### src/rtl/imu_fp_pkg.sv
// Shared constants and types for the IMU frame parser.
// No dependencies; imported by imu_fp_core and imu_frame_parser_top.
package imu_fp_pkg;

	localparam int BYTE_W      = 8;
	localparam int VALUE_BYTES = 4;
	localparam int VALUE_W     = VALUE_BYTES * BYTE_W;
	localparam int AXES        = 3;
	localparam int NUM_VALUES  = 2 * AXES;
	localparam int RECORD_BYTES = AXES * VALUE_BYTES;

	localparam logic [BYTE_W-1:0] HDR_FIRST  = 8'h59;
	localparam logic [BYTE_W-1:0] HDR_SECOND = 8'h53;

	localparam logic [BYTE_W-1:0] ACCEL_REC_ID_RST = 8'd16;
	localparam logic [BYTE_W-1:0] EULER_REC_ID_RST = 8'd64;
	localparam logic [BYTE_W-1:0] ACCEL_LEN_RST    = 8'd12;
	localparam logic [BYTE_W-1:0] EULER_LEN_RST    = 8'd12;

	// configuration register indexes
	localparam int CFG_IDX_W = 2;
	localparam logic [CFG_IDX_W-1:0] REG_ACCEL_REC_ID = 2'd0;
	localparam logic [CFG_IDX_W-1:0] REG_EULER_REC_ID = 2'd1;
	localparam logic [CFG_IDX_W-1:0] REG_ACCEL_LEN    = 2'd2;
	localparam logic [CFG_IDX_W-1:0] REG_EULER_LEN    = 2'd3;

	// result word layout: two update flags, then six values
	localparam int OUT_BITS = 2 + NUM_VALUES * VALUE_W;
	localparam int TDATA_W  = ((OUT_BITS + 7) / 8) * 8;
	localparam int PAD_W    = TDATA_W - OUT_BITS;

	typedef struct packed {
		logic [BYTE_W-1:0] accel_rec_id;
		logic [BYTE_W-1:0] euler_rec_id;
		logic [BYTE_W-1:0] accel_len;
		logic [BYTE_W-1:0] euler_len;
	} imu_fp_cfg_t;

	typedef struct packed {
		logic                                  frame_status;
		logic                                  accel_updated;
		logic                                  euler_updated;
		logic [NUM_VALUES-1:0][VALUE_W-1:0]    values;
	} imu_fp_result_t;

endpackage

### src/rtl/imu_fp_core.sv
// Frame state machine, Fletcher-style mod-256 sums, record walker and value registers.
// Depends on imu_fp_pkg.
module imu_fp_core
	import imu_fp_pkg::*;
(
	input  logic              clk,
	input  logic              arst_n,
	input  logic              step,
	input  logic [BYTE_W-1:0] rx_byte,
	input  imu_fp_cfg_t       cfg,
	output logic              result_due,
	output imu_fp_result_t    result
);

	localparam logic [2:0] PH_HUNT1   = 3'd0;
	localparam logic [2:0] PH_HUNT2   = 3'd1;
	localparam logic [2:0] PH_ID0     = 3'd2;
	localparam logic [2:0] PH_ID1     = 3'd3;
	localparam logic [2:0] PH_LEN     = 3'd4;
	localparam logic [2:0] PH_PAYLOAD = 3'd5;
	localparam logic [2:0] PH_CK1     = 3'd6;
	localparam logic [2:0] PH_CK2     = 3'd7;

	localparam logic [1:0] RP_ID   = 2'd0;
	localparam logic [1:0] RP_LEN  = 2'd1;
	localparam logic [1:0] RP_DATA = 2'd2;

	logic [2:0]        phase_q, phase_d;
	logic [BYTE_W-1:0] sum_low_q, sum_low_d, sum_high_q, sum_high_d;
	logic [BYTE_W-1:0] payload_left_q, payload_left_d;
	logic [1:0]        rec_phase_q, rec_phase_d;
	logic [BYTE_W-1:0] cand_id_q, cand_id_d;
	logic [BYTE_W-1:0] rec_left_q, rec_left_d;
	logic              rec_kind_q, rec_kind_d;
	logic [BYTE_W-1:0] check_low_q, check_low_d;
	logic [1:0]        flags_q, flags_d;

	logic [VALUE_BYTES-1:0][BYTE_W-1:0] shadow_q [NUM_VALUES];
	logic [NUM_VALUES-1:0][VALUE_W-1:0] committed_q, committed_d;

	logic [BYTE_W-1:0] sum_low_add, sum_high_add;
	logic              len_match, len_kind;
	logic [BYTE_W-1:0] cur_len;
	logic [BYTE_W:0]   offset;
	logic              shadow_we;
	logic [2:0]        shadow_idx;
	logic [1:0]        shadow_lane;
	logic              good;

	assign sum_low_add  = sum_low_q + rx_byte;
	assign sum_high_add = sum_high_q + sum_low_add;

	// id/length match for a candidate record; accel id wins on a tie
	always_comb begin
		len_match = 1'b0;
		len_kind  = 1'b0;
		priority if (cand_id_q == cfg.accel_rec_id) begin
			len_match = (rx_byte == cfg.accel_len);
		end else if (cand_id_q == cfg.euler_rec_id) begin
			len_match = (rx_byte == cfg.euler_len);
			len_kind  = 1'b1;
		end
	end

	// byte offset within the record data; a borrow means no value byte
	assign cur_len     = rec_kind_q ? cfg.euler_len : cfg.accel_len;
	assign offset      = {1'b0, cur_len} - {1'b0, rec_left_q};
	assign shadow_lane = offset[1:0];
	assign shadow_idx  = rec_kind_q ? (3'(AXES) + {1'b0, offset[3:2]}) : {1'b0, offset[3:2]};

	assign good       = (check_low_q == sum_low_q) && (rx_byte == sum_high_q);
	assign result_due = (phase_q == PH_CK2);

	always_comb begin
		phase_d        = phase_q;
		sum_low_d      = sum_low_q;
		sum_high_d     = sum_high_q;
		payload_left_d = payload_left_q;
		rec_phase_d    = rec_phase_q;
		cand_id_d      = cand_id_q;
		rec_left_d     = rec_left_q;
		rec_kind_d     = rec_kind_q;
		check_low_d    = check_low_q;
		flags_d        = flags_q;
		committed_d    = committed_q;
		shadow_we      = 1'b0;

		unique case (phase_q)
			PH_HUNT1: begin
				if (rx_byte == HDR_FIRST) phase_d = PH_HUNT2;
			end
			PH_HUNT2: begin
				if (rx_byte == HDR_SECOND) begin
					sum_low_d  = '0;
					sum_high_d = '0;
					phase_d    = PH_ID0;
				end else if (rx_byte != HDR_FIRST) begin
					phase_d = PH_HUNT1;
				end
			end
			PH_ID0: begin
				sum_low_d  = sum_low_add;
				sum_high_d = sum_high_add;
				phase_d    = PH_ID1;
			end
			PH_ID1: begin
				sum_low_d  = sum_low_add;
				sum_high_d = sum_high_add;
				phase_d    = PH_LEN;
			end
			PH_LEN: begin
				sum_low_d      = sum_low_add;
				sum_high_d     = sum_high_add;
				payload_left_d = rx_byte;
				rec_phase_d    = RP_ID;
				rec_left_d     = '0;
				flags_d        = '0;
				phase_d        = (rx_byte == '0) ? PH_CK1 : PH_PAYLOAD;
			end
			PH_PAYLOAD: begin
				sum_low_d      = sum_low_add;
				sum_high_d     = sum_high_add;
				payload_left_d = payload_left_q - 8'd1;
				if (payload_left_q == 8'd1) phase_d = PH_CK1;
				unique case (rec_phase_q)
					RP_ID: begin
						cand_id_d   = rx_byte;
						rec_phase_d = RP_LEN;
					end
					RP_LEN: begin
						// accept only if the data ends inside the payload
						if (len_match && rx_byte >= 8'(RECORD_BYTES)
								&& rx_byte < payload_left_q) begin
							rec_kind_d  = len_kind;
							rec_left_d  = rx_byte;
							rec_phase_d = RP_DATA;
						end else begin
							cand_id_d   = rx_byte;
							rec_phase_d = RP_LEN;
						end
					end
					RP_DATA: begin
						shadow_we  = !offset[BYTE_W] && (offset[BYTE_W-1:0] < 8'(RECORD_BYTES));
						rec_left_d = rec_left_q - 8'd1;
						if (rec_left_q == 8'd1) begin
							flags_d     = flags_q | (rec_kind_q ? 2'b10 : 2'b01);
							rec_phase_d = RP_ID;
						end
					end
					default: begin
						rec_phase_d = RP_ID;
					end
				endcase
			end
			PH_CK1: begin
				check_low_d = rx_byte;
				phase_d     = PH_CK2;
			end
			PH_CK2: begin
				phase_d = PH_HUNT1;
				flags_d = '0;
				if (good) begin
					for (int i = 0; i < AXES; i++) begin
						if (flags_q[0]) committed_d[i] = shadow_q[i];
						if (flags_q[1]) committed_d[AXES+i] = shadow_q[AXES+i];
					end
				end
			end
			default: begin
				phase_d = PH_HUNT1;
			end
		endcase
	end

	always_comb begin
		result.frame_status  = !good;
		result.accel_updated = good && flags_q[0];
		result.euler_updated = good && flags_q[1];
		result.values        = committed_d;
	end

	always_ff @(posedge clk or negedge arst_n) begin
		if (!arst_n) begin
			phase_q        <= PH_HUNT1;
			sum_low_q      <= '0;
			sum_high_q     <= '0;
			payload_left_q <= '0;
			rec_phase_q    <= RP_ID;
			cand_id_q      <= '0;
			rec_left_q     <= '0;
			rec_kind_q     <= 1'b0;
			check_low_q    <= '0;
			flags_q        <= '0;
			committed_q    <= '0;
		end else if (step) begin
			phase_q        <= phase_d;
			sum_low_q      <= sum_low_d;
			sum_high_q     <= sum_high_d;
			payload_left_q <= payload_left_d;
			rec_phase_q    <= rec_phase_d;
			cand_id_q      <= cand_id_d;
			rec_left_q     <= rec_left_d;
			rec_kind_q     <= rec_kind_d;
			check_low_q    <= check_low_d;
			flags_q        <= flags_d;
			committed_q    <= committed_d;
		end
	end

	// value bytes land little-endian in their lane
	always_ff @(posedge clk) begin
		if (step && shadow_we) begin
			shadow_q[shadow_idx][shadow_lane] <= rx_byte;
		end
	end

	a_ck2_returns_to_hunt: assert property (@(posedge clk) disable iff (!arst_n)
		step && phase_q == PH_CK2 |=> phase_q == PH_HUNT1 && flags_q == 2'b00)
		else $error("frame end did not return to header hunt");

	a_record_inside_payload: assert property (@(posedge clk) disable iff (!arst_n)
		rec_phase_q == RP_DATA |-> phase_q == PH_PAYLOAD && rec_left_q != 8'd0)
		else $error("record data outlived the payload");

	a_bad_frame_no_update: assert property (@(posedge clk) disable iff (!arst_n)
		step && result_due && result.frame_status |=> $stable(committed_q))
		else $error("bad checksum changed committed values");

	a_empty_len_skips_payload: assert property (@(posedge clk) disable iff (!arst_n)
		step && phase_q == PH_LEN && rx_byte == 8'd0 |=> phase_q == PH_CK1)
		else $error("empty payload did not go to check bytes");

endmodule

### src/rtl/imu_frame_parser_top.sv
// Top level of the IMU frame parser: stream handshakes, input and result registers.
// Depends on imu_fp_pkg and imu_fp_core.
//
// Usage:
//   s_axis carries one received serial byte per word in s_axis_tdata[7:0].
//   The block hunts for the header 0x59 0x53, then reads id, length, payload
//   and two Fletcher-style (mod 256) check bytes. After the second check byte one result
//   word leaves on m_axis: m_axis_tuser is the frame status (0 accepted,
//   1 checksum mismatch) and m_axis_tdata holds the update flags and the six
//   committed raw values.
//   Throughput: one byte per cycle unless a stall holds the input register.
//   Each byte sits in the input register while the frame state machine
//   updates; the result register loads as the second check byte leaves the
//   input register and drives m_axis_tvalid.
//   Stall: the result register holds until taken. Bytes keep flowing while a
//   result waits; only a second result stuck behind a full, stalled result
//   register holds the input register and drops s_axis_tready.
//   Reset: arst_n clears the frame state, committed values (to zero) and the
//   configuration (ids 16 and 64, lengths 12). Write cfg_* between words only.
module imu_frame_parser_top
	import imu_fp_pkg::*;
(
	input  logic                 clk,
	input  logic                 arst_n,
	// configuration write port
	input  logic                 cfg_we,
	input  logic [CFG_IDX_W-1:0] cfg_index,
	input  logic [BYTE_W-1:0]    cfg_data,
	// byte stream in
	input  logic                 s_axis_tvalid,
	output logic                 s_axis_tready,
	input  logic [BYTE_W-1:0]    s_axis_tdata,   // [7:0] rx_byte
	// result stream out
	output logic                 m_axis_tvalid,
	input  logic                 m_axis_tready,
	// [0] accel_updated, [1] euler_updated, [33:2] accel_x_raw, [65:34] accel_y_raw,
	// [97:66] accel_z_raw, [129:98] pitch_raw, [161:130] roll_raw,
	// [193:162] yaw_raw, [199:194] zero
	output logic [TDATA_W-1:0]   m_axis_tdata,
	output logic                 m_axis_tuser    // [0] frame_status
);

	imu_fp_cfg_t       cfg_q;
	logic              valid_s1;
	logic [BYTE_W-1:0] byte_s1;
	logic              result_due;
	imu_fp_result_t    result;
	imu_fp_result_t    out_q;
	logic              out_valid_q;
	logic              advance;
	logic              step;

	// configuration registers
	always_ff @(posedge clk or negedge arst_n) begin
		if (!arst_n) begin
			cfg_q.accel_rec_id <= ACCEL_REC_ID_RST;
			cfg_q.euler_rec_id <= EULER_REC_ID_RST;
			cfg_q.accel_len    <= ACCEL_LEN_RST;
			cfg_q.euler_len    <= EULER_LEN_RST;
		end else if (cfg_we) begin
			unique case (cfg_index)
				REG_ACCEL_REC_ID: cfg_q.accel_rec_id <= cfg_data;
				REG_EULER_REC_ID: cfg_q.euler_rec_id <= cfg_data;
				REG_ACCEL_LEN:    cfg_q.accel_len    <= cfg_data;
				REG_EULER_LEN:    cfg_q.euler_len    <= cfg_data;
				default: ;
			endcase
		end
	end

	// Hold the byte in the input register only when it would produce a result
	// and the result register is full and not being drained.
	assign advance       = !(result_due && out_valid_q && !m_axis_tready);
	assign step          = valid_s1 && advance;
	assign s_axis_tready = !valid_s1 || advance;

	always_ff @(posedge clk or negedge arst_n) begin
		if (!arst_n) begin
			valid_s1 <= 1'b0;
		end else if (s_axis_tready) begin
			valid_s1 <= s_axis_tvalid;
		end
	end

	always_ff @(posedge clk) begin
		if (s_axis_tready && s_axis_tvalid) begin
			byte_s1 <= s_axis_tdata;
		end
	end

	imu_fp_core u_core (
		.clk        (clk),
		.arst_n     (arst_n),
		.step       (step),
		.rx_byte    (byte_s1),
		.cfg        (cfg_q),
		.result_due (result_due),
		.result     (result)
	);

	// result register: load on frame end, clear when taken
	always_ff @(posedge clk or negedge arst_n) begin
		if (!arst_n) begin
			out_valid_q <= 1'b0;
		end else if (step && result_due) begin
			out_valid_q <= 1'b1;
		end else if (m_axis_tready) begin
			out_valid_q <= 1'b0;
		end
	end

	always_ff @(posedge clk) begin
		if (step && result_due) begin
			out_q <= result;
		end
	end

	assign m_axis_tvalid = out_valid_q;
	assign m_axis_tuser  = out_q.frame_status;
	assign m_axis_tdata  = {{PAD_W{1'b0}}, out_q.values, out_q.euler_updated,
		out_q.accel_updated};

endmodule
### config.mk
export PLATFORM = sky130hd
export DESIGN_NAME = imu_frame_parser_top
export DESIGN_NICKNAME = d
export VERILOG_FILES = /design/src/rtl/imu_fp_pkg.sv /design/src/rtl/imu_fp_core.sv /design/src/rtl/imu_frame_parser_top.sv
export SDC_FILE = /design/constraint.sdc
export NUM_CORES = 1
export LEC_CHECK = 0
export BUFFER_PORTS_ARGS = -buffer_cell sky130_fd_sc_hd__buf_2
export CAP_MARGIN = 5
export CELL_PAD_IN_SITES_DETAIL_PLACEMENT = 2
export CELL_PAD_IN_SITES_GLOBAL_PLACEMENT = 2
export CORE_ASPECT_RATIO = 1.25
export CORE_MARGIN = 2
export CORE_UTILIZATION = 48
export CTS_BUF_LIST = sky130_fd_sc_hd__clkbuf_16
export CTS_CLUSTER_DIAMETER = 60
export DETAILED_ROUTE_END_ITERATION = 12
export PLACE_DENSITY_LB_ADDON = 0.1
export SLEW_MARGIN = 25
export SYNTH_ARGS = -nofsm -noshare
export SYNTH_HDL_FRONTEND = slang
export SYNTH_SLANG_ARGS = --single-unit
### constraint.sdc
create_clock -name clk -period 18.2 [get_ports clk]
set_input_delay 1.82 -clock clk [delete_from_list [all_inputs] [get_ports clk]]
set_output_delay 1.82 -clock clk [all_outputs]
set_load 0.01 [all_outputs]
==> results of run 1 <==
## registers in the layout, summed over array words and instances, names as in the netlist
name and flops:
m_axis_tdata 194, u_core.committed_q 192, u_core.shadow_q 192, cfg_q 32, byte_s1 8, u_core.cand_id_q 8
u_core.check_low_q 8, u_core.payload_left_q 8, u_core.rec_left_q 8, u_core.sum_high_q 8, u_core.sum_low_q 8, u_core.phase_q 3
u_core.flags_q 2, u_core.rec_phase_q 2, m_axis_tuser 1, m_axis_tvalid 1, u_core.rec_kind_q 1, valid_s1 1
## final cells by class
cell class / count / area [um2]
Tap cell: 750 / 938
Antenna cell: 1 / 2.50
Clock inverter: 54 / 340
Multi-Input combinational cell: 861 / 8100
Timing Repair Buffer: 238 / 1280
Inverter: 35 / 131
Sequential cell: 677 / 18900
Fill cell: 5061 / 25400
Clock buffer: 74 / 1850
## through the flow
stage	utilization (%)	cells	instance area, um2	total power, mW	setup WS, ps
final	55.4	2690	31600	3.68	13260
after global routing	55.4	2690	31600	3.84	12840
after CTS	55.3	2688	31500	3.72	13240
after detailed placement	51.5	2560	29300	2.33	13260
after global placement	51.5	2560	29300	2.30	13450
after floorplan	-	1642	27600	2.14	7230
## cell usage in the layout (no fill, tap or decap), types with 14 or more instances in the layout
master and count:
nor2_1 52, buf_2 218, mux2_1 91, xnor2_1 20
clkinv_1 14, dfrtp_1 276, a21oi_1 26, nand2_1 26
mux2_2 307, o21ai_0 32, clkbuf_16 74, nor3_1 14
buf_4 16, edfxtp_1 395, inv_1 54, ha_1 36
mux2_4 40, xor2_1 45, nor4_1 14
## cell families (layout without fill, tap and decap cells)
| family | Yosys count | count (layout) | synth area share [%] |
|---|---|---|---|
| AOI/OAI and AO/OA | 133 | 133 | 3.26 |
| xor gates and xnor gates | 65 | 65 | 2.07 |
| adders and majority gates | 39 | 39 | 1.85 |
| buffers and inverters | 104 | 401 | 2.11 |
| DFF | 677 | 677 | 68.7 |
| muxes | 446 | 446 | 18.7 |
| other | 1 | 7 | 0.0136 |
| and+or+nand+nor | 172 | 172 | 3.30 |
## final timing paths
| path | endpoint | cells past startpoint |
|---|---|---|
| setup reg to reg | u_core.shadow_q[4][12] | 11 |
| hold / removal | u_core.committed_q[54] | 1 |
| min in group asynchronous | u_core.committed_q[116] | 1 |
| setup / recovery | u_core.shadow_q[4][12] | 11 |
| max in group asynchronous | u_core.committed_q[9] | 2 |
| hold reg to reg | u_core.committed_q[54] | 1 |
## worst max-delay path, stage by stage, from the launching register on
cell	delay [ps]
dfrtp_1	800
mux2i_1	220
ha_1	270
fa_1	450
xor2_1	420
inv_1	170
ha_1	230
a211oi_1	200
o2111ai_1	250
a2111oi_1	560
o211ai_1	350
nor2_1	640
## routing by layer
metal / GRT usage, % / share of wire, % / wire [um]
met1: 29.7 / 39 / 28200
met2: 45.2 / 55 / 38900
met3: 3.22 / 3.1 / 2230
met4: 8.70 / 2.8 / 2010
met5: 0 / 0 / 0
## synthesized netlist by cell type, types with 3 or more instances
master,number
nand2b_1,9
clkbuf_1,15
dfstp_2,6
a211oi_1,3
mux2_1,91
o211ai_1,5
o21a_1,10
inv_1,34
nand4_1,9
xnor2_1,20
a22o_1,8
xor2_1,45
o21ai_0,32
buf_4,12
nor3b_1,3
ha_1,36
nand2_1,26
a22oi_1,5
fa_1,3
nor4_1,14
nor2_1,53
edfxtp_1,395
nor3_1,14
dfrtp_1,276
buf_6,15
a21o_1,10
mux2_4,40
mux2_2,307
and2_1,5
a21oi_1,26
nor2b_1,5
mux2i_1,8
or2_2,4
buf_2,26
a32oi_1,4
nand3_1,13
## power breakdown
group | switching [mW] | total [mW] | internal (mW)
clock | 0.601 | 1.38 | 0.780
sequential | 0.0730 | 1.78 | 1.70
combinational | 0.311 | 0.520 | 0.209
==> results.yml, run 1 <==
min_path:
  hp-class: "flip-flop to flip-flop"
  worstHoldStart: "u_core.shadow_q[1][22]"
clocking:
  root_buffer: "clkbuf_16"
  cts_buffers: 70
  max-clock-path-buffers: 3
  cts_max_level: 3
  clk_pin_slew_ps: 60
  ctsResizeCount: 0
  insertion_delay_ps: 610
  cts_hold_buf: 0
  numClockSinks: 677
  cts_setup_buffers: 0
  tritoncts: "done"
detailed_routing:
  final_antenna_net_count: 0
  drt_iter0_markers: 630
  drt_first_pass_iters: 4
  wl_um: 71400
  vias: 14771
  viasPerCell: 5.49
  wl_per_cell_um: 26.5
  drc: 0
synth:
  ys_async_sr_fraction_pct: 41.7
  synth_edf_count: 395
  synth_cell_types: 71
  ys_seq_elements: 677
  ys_warn_count: 0
  synthesis.area_um2: 27600
  synth_top_cell_by_area: "edfxtp_1"
  syn-mean-instance-area_um2: 16.8
  synth.top_cell.area_share_pct: 43.0
  syn-instance-count: 1637
  seq_area_frac_synth_pct: 68.7
  synth_ff_type: "edfxtp_1"
  netlist_top_cells_area: "edfxtp_1, dfrtp_1, mux2_2"
timing:
  rsz0062_at_grt: "false"
  worst_pin_slew_ps: 1030
  setup_violations: 0
  final_max_slew_viol_count: 0
  tns_ps: 0
  hold_viol: 0
  relSlewSlack_pct: 30.8
  fmax_ghz: 0.202
  timing.final.crit_share_pct: 27.2
  hold_slack_ps: 488
  fin_crit_ps: 4940
  clock_skew_ps: 24.2
floorplanning:
  rows: 98
  die_w_um: 218
  start_util_pct: 48.3
  core_area_um2: 57000
  die_h_um: 272
  ios: 226
  floorplan.die_area_um2: 59400
power:
  p_leak_nw: 13.0
  powerDensity_nw_per_um2: 116
  max-vdd-ir-drop_v: 0.0000946
finish:
  area_growth_syn_to_layout_pct: 14.6
  layout-drive-gt1-share_pct: 36.4
  design.final.nets: 1945
critical_path:
  r2r-start: "u_core.rec_kind_q"
  r2r_setup_slack_ps: 13260
  crit_type: "flip-flop to flip-flop"
  crit_path_end_kind: "flip-flop"
  critPathLaunchType: "flip-flop"
  critPathLaunch: "u_core.rec_kind_q"
  worstPathRequired_ps: 18430
  crit_arrival_ps: 5170
  worstPathMaxFanout: 17
global_routing:
  grt_start_max_net_pins: 184
  grt_overflow_total: 0
  track_usage_pct: 24.7
  grt_first_pass_wirelength_um: 108000
  grt_pass1_vias: 16941
  grt_antenna_before_repair: 2
run:
  maxCapViolations: 0
status:
  status: "finished clean"
place:
  place_hpwl_um: 43900
  gp_congestion: 0.770
  port_buffers: 219
No activity file was read; power rests on OpenSTA's default activity.
==> run 2: changes to the inputs <==
--- a/config.mk
+++ b/config.mk
@@ -11,7 +11,7 @@
 export CELL_PAD_IN_SITES_GLOBAL_PLACEMENT = 2
 export CORE_ASPECT_RATIO = 1.25
 export CORE_MARGIN = 2
-export CORE_UTILIZATION = 48
+export CORE_UTILIZATION = 44
 export CTS_BUF_LIST = sky130_fd_sc_hd__clkbuf_16
 export CTS_CLUSTER_DIAMETER = 60
 export DETAILED_ROUTE_END_ITERATION = 12
==> constraint.sdc (replaced) <==
create_clock -name clk -period 5.1 [get_ports clk]
set_input_delay 0.51 -clock clk [delete_from_list [all_inputs] [get_ports clk]]
set_output_delay 0.51 -clock clk [all_outputs]
set_load 0.01 [all_outputs]
==> run 2 against run 1 <==
Against the previous run: combinational power grew to 3.5 times the previous value; worst setup slack got worse by 13000 ps; non-clock buffer count rose by 4; highest routed layer unchanged; clock-buffer cell count fell by 1; critical endpoint is now u_core.shadow_q[5][7].
==> results.yml, run 2 (synthesis gave the netlist of run 1 again) <==
status:
  status: "finished clean"
critical_path:
  r2r_setup_slack_ps: 510
  r2r-end: "u_core.shadow_q[5][7]"
  crit_arrival_ps: 4840
  r2r-start: "u_core.rec_kind_q"
  critPathLaunchType: "flip-flop"
  ff2ff_path_depth: 11
  worstPathMaxFanout: 17
  worstPathRequired_ps: 5350
  crit_path_end_kind: "flip-flop"
  crit_type: "flip-flop to flip-flop"
timing:
  hold_slack_ps: 70.6
  fmax_ghz: 0.218
  hold_viol: 0
  tns_ps: 0
  fin_crit_ps: 4590
  setup_violations: 0
  worst_pin_slew_ps: 1060
  timing.final.crit_share_pct: 90.0
  clock_skew_ps: 18.3
  relSlewSlack_pct: 29.1
  rsz0062_at_grt: "false"
  final_max_slew_viol_count: 0
finish:
  post-route-util_pct: 51.2
  layout_common_cells: "edfxtp_1, mux2_2, dfrtp_1, buf_2, mux2_1"
  largest_register_ffs: 194
  layout-drive-gt1-share_pct: 37.1
  nFillCells: 5673
  design.final.nets: 1950
  area_growth_syn_to_layout_pct: 15.3
  diodes: 0
  final_common_cell: "edfxtp_1"
detailed_routing:
  viasPerCell: 5.30
  drc: 0
  drt_iter0_markers: 703
  drt_first_pass_iters: 6
  vias: 14739
  final_antenna_net_count: 0
  wl_um: 69500
  wl_per_cell_um: 25.0
power:
  p_leak_nw: 13.0
  max-vdd-ir-drop_v: 0.000257
  powerDensity_nw_per_um2: 413
clocking:
  tritoncts: "done"
  cts_setup_buffers: 0
  max-clock-path-buffers: 3
  numClockSinks: 677
  insertion_delay_ps: 620
  root_buffer: "clkbuf_16"
  cts_buffers: 71
  cts_max_level: 3
  clk_pin_slew_ps: 70
floorplanning:
  rows: 102
  ios: 226
  core_area_um2: 62000
  die_w_um: 228
  start_util_pct: 44.4
  die_h_um: 284
  floorplan.die_area_um2: 64700
global_routing:
  track_usage_pct: 21.6
  grt_first_pass_wirelength_um: 106000
  grt_antenna_before_repair: 1
  grt_pass1_vias: 16719
  grt_start_max_net_pins: 152
  grt_overflow_total: 0
min_path:
  holdPathStages: 1
  hp-class: "input pin to flip-flop"
  whs_endpoint: "byte_s1[6]"
  worstHoldStart: "s_axis_tdata[6]"
place:
  gp_congestion: 0.773
  port_buffers: 219
  place_hpwl_um: 43300
run:
  maxCapViolations: 0
## run 2: changes by cell type in the layout (fill, tap and decap cells not counted), moves of 2 or more
cell      before  now
nor2_1        52   43
buf_4         16   19
clkinv_8       0    3
nor2_2         2   11
clkinv_1      14   19
buf_12         1    3
inv_1         54   50
## run 2: cell type report
cell class / instances / area [um2] / share of cell area, %
clock buffers: 73 / 1830 / 5.75
clock inverters: 59 / 408 / 1.28
inverters: 35 / 131 / 0.413
multi-input cells: 861 / 8130 / 25.6
flip-flops and latches: 677 / 18900 / 59.6
well taps: 832 / 1040 / 3.28
repair buffers: 242 / 1320 / 4.15
## run 2: power breakdown
part / switching, mW / leakage (nW) / internal, mW
logic: 1.08 / 4.87 / 0.746
clock network: 2.19 / 1.15 / 2.77
registers: 0.269 / 6.96 / 6.08
total: 3.54 / 13.0 / 9.60
## run 2: worst max-delay path by stage
stage                             end  slack [ps]               from
2_1_floorplan         m_axis_tdata[0]         780  u_core.phase_q[2]
3_3_place_gp   u_core.shadow_q[4][16]         500  u_core.rec_kind_q
3_5_place_dp    u_core.shadow_q[3][2]         190  u_core.rec_kind_q
4_1_cts         u_core.shadow_q[5][0]         190  u_core.rec_kind_q
5_1_grt         u_core.shadow_q[3][1]         110  u_core.rec_kind_q
6_report        u_core.shadow_q[5][7]         510  u_core.rec_kind_q
## run 2: routing by layer
layer	up-vias	global-route usage, %	wire (um)
li1	6581	-	-
met1	7796	26.9	28800
met2	261	39.0	36800
met3	101	3.06	2360
met4	0	6.45	1540
met5	-	0	0
## run 2: critical path, cell delays in order, from the launching register on
cell	delay, ps
dfrtp_2	590
mux2i_1	170
ha_1	240
fa_1	440
xor2_1	390
inv_1	170
ha_1	230
a211oi_1	220
o2111ai_1	280
a2111oi_1	570
o211ai_1	420
nor2_2	500
## run 2: repair_timing
item	4_1_cts	5_1_grt
gates resized for setup	0	9
hold buffers	1	0
endpoints found under the hold margin	52	0
endpoints found under the setup margin	0	135
## run 2: stage by stage
step	power [mW]	instance area (um2)	instances	setup WS [ps]
2_1_floorplan	7.65	27600	1642	776
3_3_place_gp	8.22	29500	2646	496
3_5_place_dp	8.31	29500	2646	191
4_1_cts	13.3	31800	2779	185
5_1_grt	13.7	31800	2779	114
6_report	13.1	31800	2779	509
==> run 3: changes to the inputs <==
--- a/config.mk
+++ b/config.mk
@@ -16,6 +16,7 @@
 export CTS_CLUSTER_DIAMETER = 60
 export DETAILED_ROUTE_END_ITERATION = 12
 export PLACE_DENSITY_LB_ADDON = 0.1
+export RECOVER_POWER = 25
 export SLEW_MARGIN = 25
 export SYNTH_ARGS = -nofsm -noshare
 export SYNTH_HDL_FRONTEND = slang
==> run 3 against run 2 <==
Against the previous run: the run now ends with capacitance limit, slew limit left; first-iteration DRC count is 2.8% higher; power hardly changed; global-route usage stayed put; die area stayed put; critical path depth is 2 lower; worst hold slack worse by 1.2 ps; clock skew is 2.4 ps higher; sequential share of layout area is 0.077 points higher; non-clock buffer count stayed put; routed wire length hardly changed.
==> results.yml, run 3 (synthesis gave the netlist of run 1 again) <==
status:
  status: "complete, but fails checks"
  violations: "capacitance limit, slew limit"
detailed_routing:
  vias: 14794
  drt_iter0_markers: 723
  final_antenna_net_count: 0
  wl_um: 69600
  drc: 0
  drt_first_pass_iters: 4
  viasPerCell: 5.32
  wl_per_cell_um: 25.0
clocking:
  root_buffer: "clkbuf_16"
  tritoncts: "done"
  max-clock-path-buffers: 3
  clk_pin_slew_ps: 60
  cts_buffers: 71
  cts_setup_buffers: 0
  numClockSinks: 677
  cts_max_level: 3
  insertion_delay_ps: 620
global_routing:
  grt_antenna_before_repair: 1
  track_usage_pct: 21.6
  grt_first_pass_wirelength_um: 106000
  grt_pass1_vias: 16719
  grt_start_max_net_pins: 152
  grt_overflow_total: 0
finish:
  multiInputGateArea_um2: 8120
  final_common_cell: "edfxtp_1"
  nFillCells: 5680
  design.final.nets: 1950
  layout_common_cells: "edfxtp_1, mux2_2, dfrtp_1, buf_2, mux2_1"
  regArea_um2: 18900
  largest_register_ffs: 194
  area_growth_syn_to_layout_pct: 15.2
  layout-drive-gt1-share_pct: 36.5
  post-route-util_pct: 51.2
power:
  powerDensity_nw_per_um2: 414
  power.share.clock_pct: 37.8
  combPwrFrac_pct: 13.9
  switching_power_mw: 3.54
  p_int_mw: 9.59
  p_leak_nw: 13.0
  p_seq_share_pct: 48.3
  swShare_pct: 27.0
  max-vdd-ir-drop_v: 0.000257
critical_path:
  worstPathMaxFanout: 34
  r2r_setup_slack_ps: 330
  crit_family: "buffers and inverters"
  ff2ff_path_depth: 9
  crit_arrival_ps: 5240
  critPathLaunch: "byte_s1[5]"
  crit_path_end_kind: "flip-flop"
  endpoint: "u_core.cand_id_q[5]"
  path_common_cell: "a21o_1"
  path_buf_inv: 1
  crit_cells: 9
  worstPathCellList: "clkbuf_1, ha_1, a21o_1, a21o_1, a221o_1, a211oi_2, o21ai_1, and4_1, mux2_2"
  crit_type: "flip-flop to flip-flop"
  r2r-start: "byte_s1[5]"
  worstPathRequired_ps: 5580
  r2r-end: "u_core.cand_id_q[5]"
  crit_slowest_cell: "clkbuf_1"
  critPathLaunchType: "flip-flop"
  slowest_delay_ps: 1920
timing:
  fmax_ghz: 0.210
  final_max_slew_viol_count: 227
  relSlewSlack_pct: -129
  tns_ps: 0
  clock_skew_ps: 20.6
  worst_pin_slew_ps: 3430
  setup_violations: 0
  rsz0062_at_grt: "false"
  fin_crit_ps: 4770
  timing.final.crit_share_pct: 93.5
  hold_viol: 0
floorplanning:
  floorplan.die_area_um2: 64700
  core_area_um2: 62000
  ios: 226
  start_util_pct: 44.4
  die_w_um: 228
  rows: 102
  die_h_um: 284
min_path:
  hp-class: "input pin to flip-flop"
run:
  maxCapViolations: 6
place:
  place_hpwl_um: 43300
  gp_congestion: 0.773
  port_buffers: 219
-- run 3: per-layer routing --
layer / up-vias / track usage [%] / wire length [um]
met1: 7860 / 26.9 / 28900
met3: 100 / 3.06 / 2210
met2: 247 / 39.0 / 36900
li1: 6587 / - / -
met5: - / 0 / 0
met4: 0 / 6.45 / 1530
-- run 3: worst min-delay path by stage --
stage	depth (start not counted)	end	slack [ps]	start
after detailed placement	1	u_core.committed_q[116]	470	arst_n
after CTS	1	byte_s1[6]	30	s_axis_tdata[6]
after global placement	1	u_core.committed_q[67]	460	u_core.shadow_q[2][3]
after global routing	1	byte_s1[6]	50	s_axis_tdata[6]
final	1	byte_s1[6]	70	s_axis_tdata[6]
after floorplan	0	cfg_q[0]	210	arst_n
-- run 3: repair_timing --
action,in CTS,in global routing
setup endpoints to repair,0,135
gates resized for setup,0,9
hold buffers,1,0
endpoints found under the hold margin,52,0
-- run 3: layout make-up --
| cell class | count | share of cell area (%) |
|---|---|---|
| diodes | 1 | 0.00788 |
| well taps | 832 | 3.28 |
| repair buffers | 242 | 4.05 |
| flip-flops and latches | 677 | 59.6 |
| clock inverters | 59 | 1.29 |
| multi-input cells | 861 | 25.6 |
| clock buffers | 73 | 5.76 |
| inverters | 35 | 0.414 |
-- run 3: power by group through the flow --
stage                     sequential, mW  combinational (mW)  clock, mW
after CTS                           6.35                1.87       5.12
after global routing                6.38                2.05       5.31
after floorplan                     6.39                1.25          0
after detailed placement            6.46                1.85          0
final                               6.35                1.83       4.97
after global placement              6.44                1.78          0
-- run 3: metrics by stage --
| step | power (mW) | area [um2] | hold slack (ps) | worst slack (ps) | cells |
|---|---|---|---|---|---|
| 2_1_floorplan | 7.65 | 27600 | 214 | 776 | 1642 |
| 3_3_place_gp | 8.22 | 29500 | 463 | 496 | 2646 |
| 3_5_place_dp | 8.31 | 29500 | 472 | 191 | 2646 |
| 4_1_cts | 13.3 | 31800 | 30.2 | 185 | 2779 |
| 5_1_grt | 13.7 | 31700 | 48.7 | 83.4 | 2780 |
| 6_report | 13.1 | 31700 | 69.4 | 334 | 2780 |
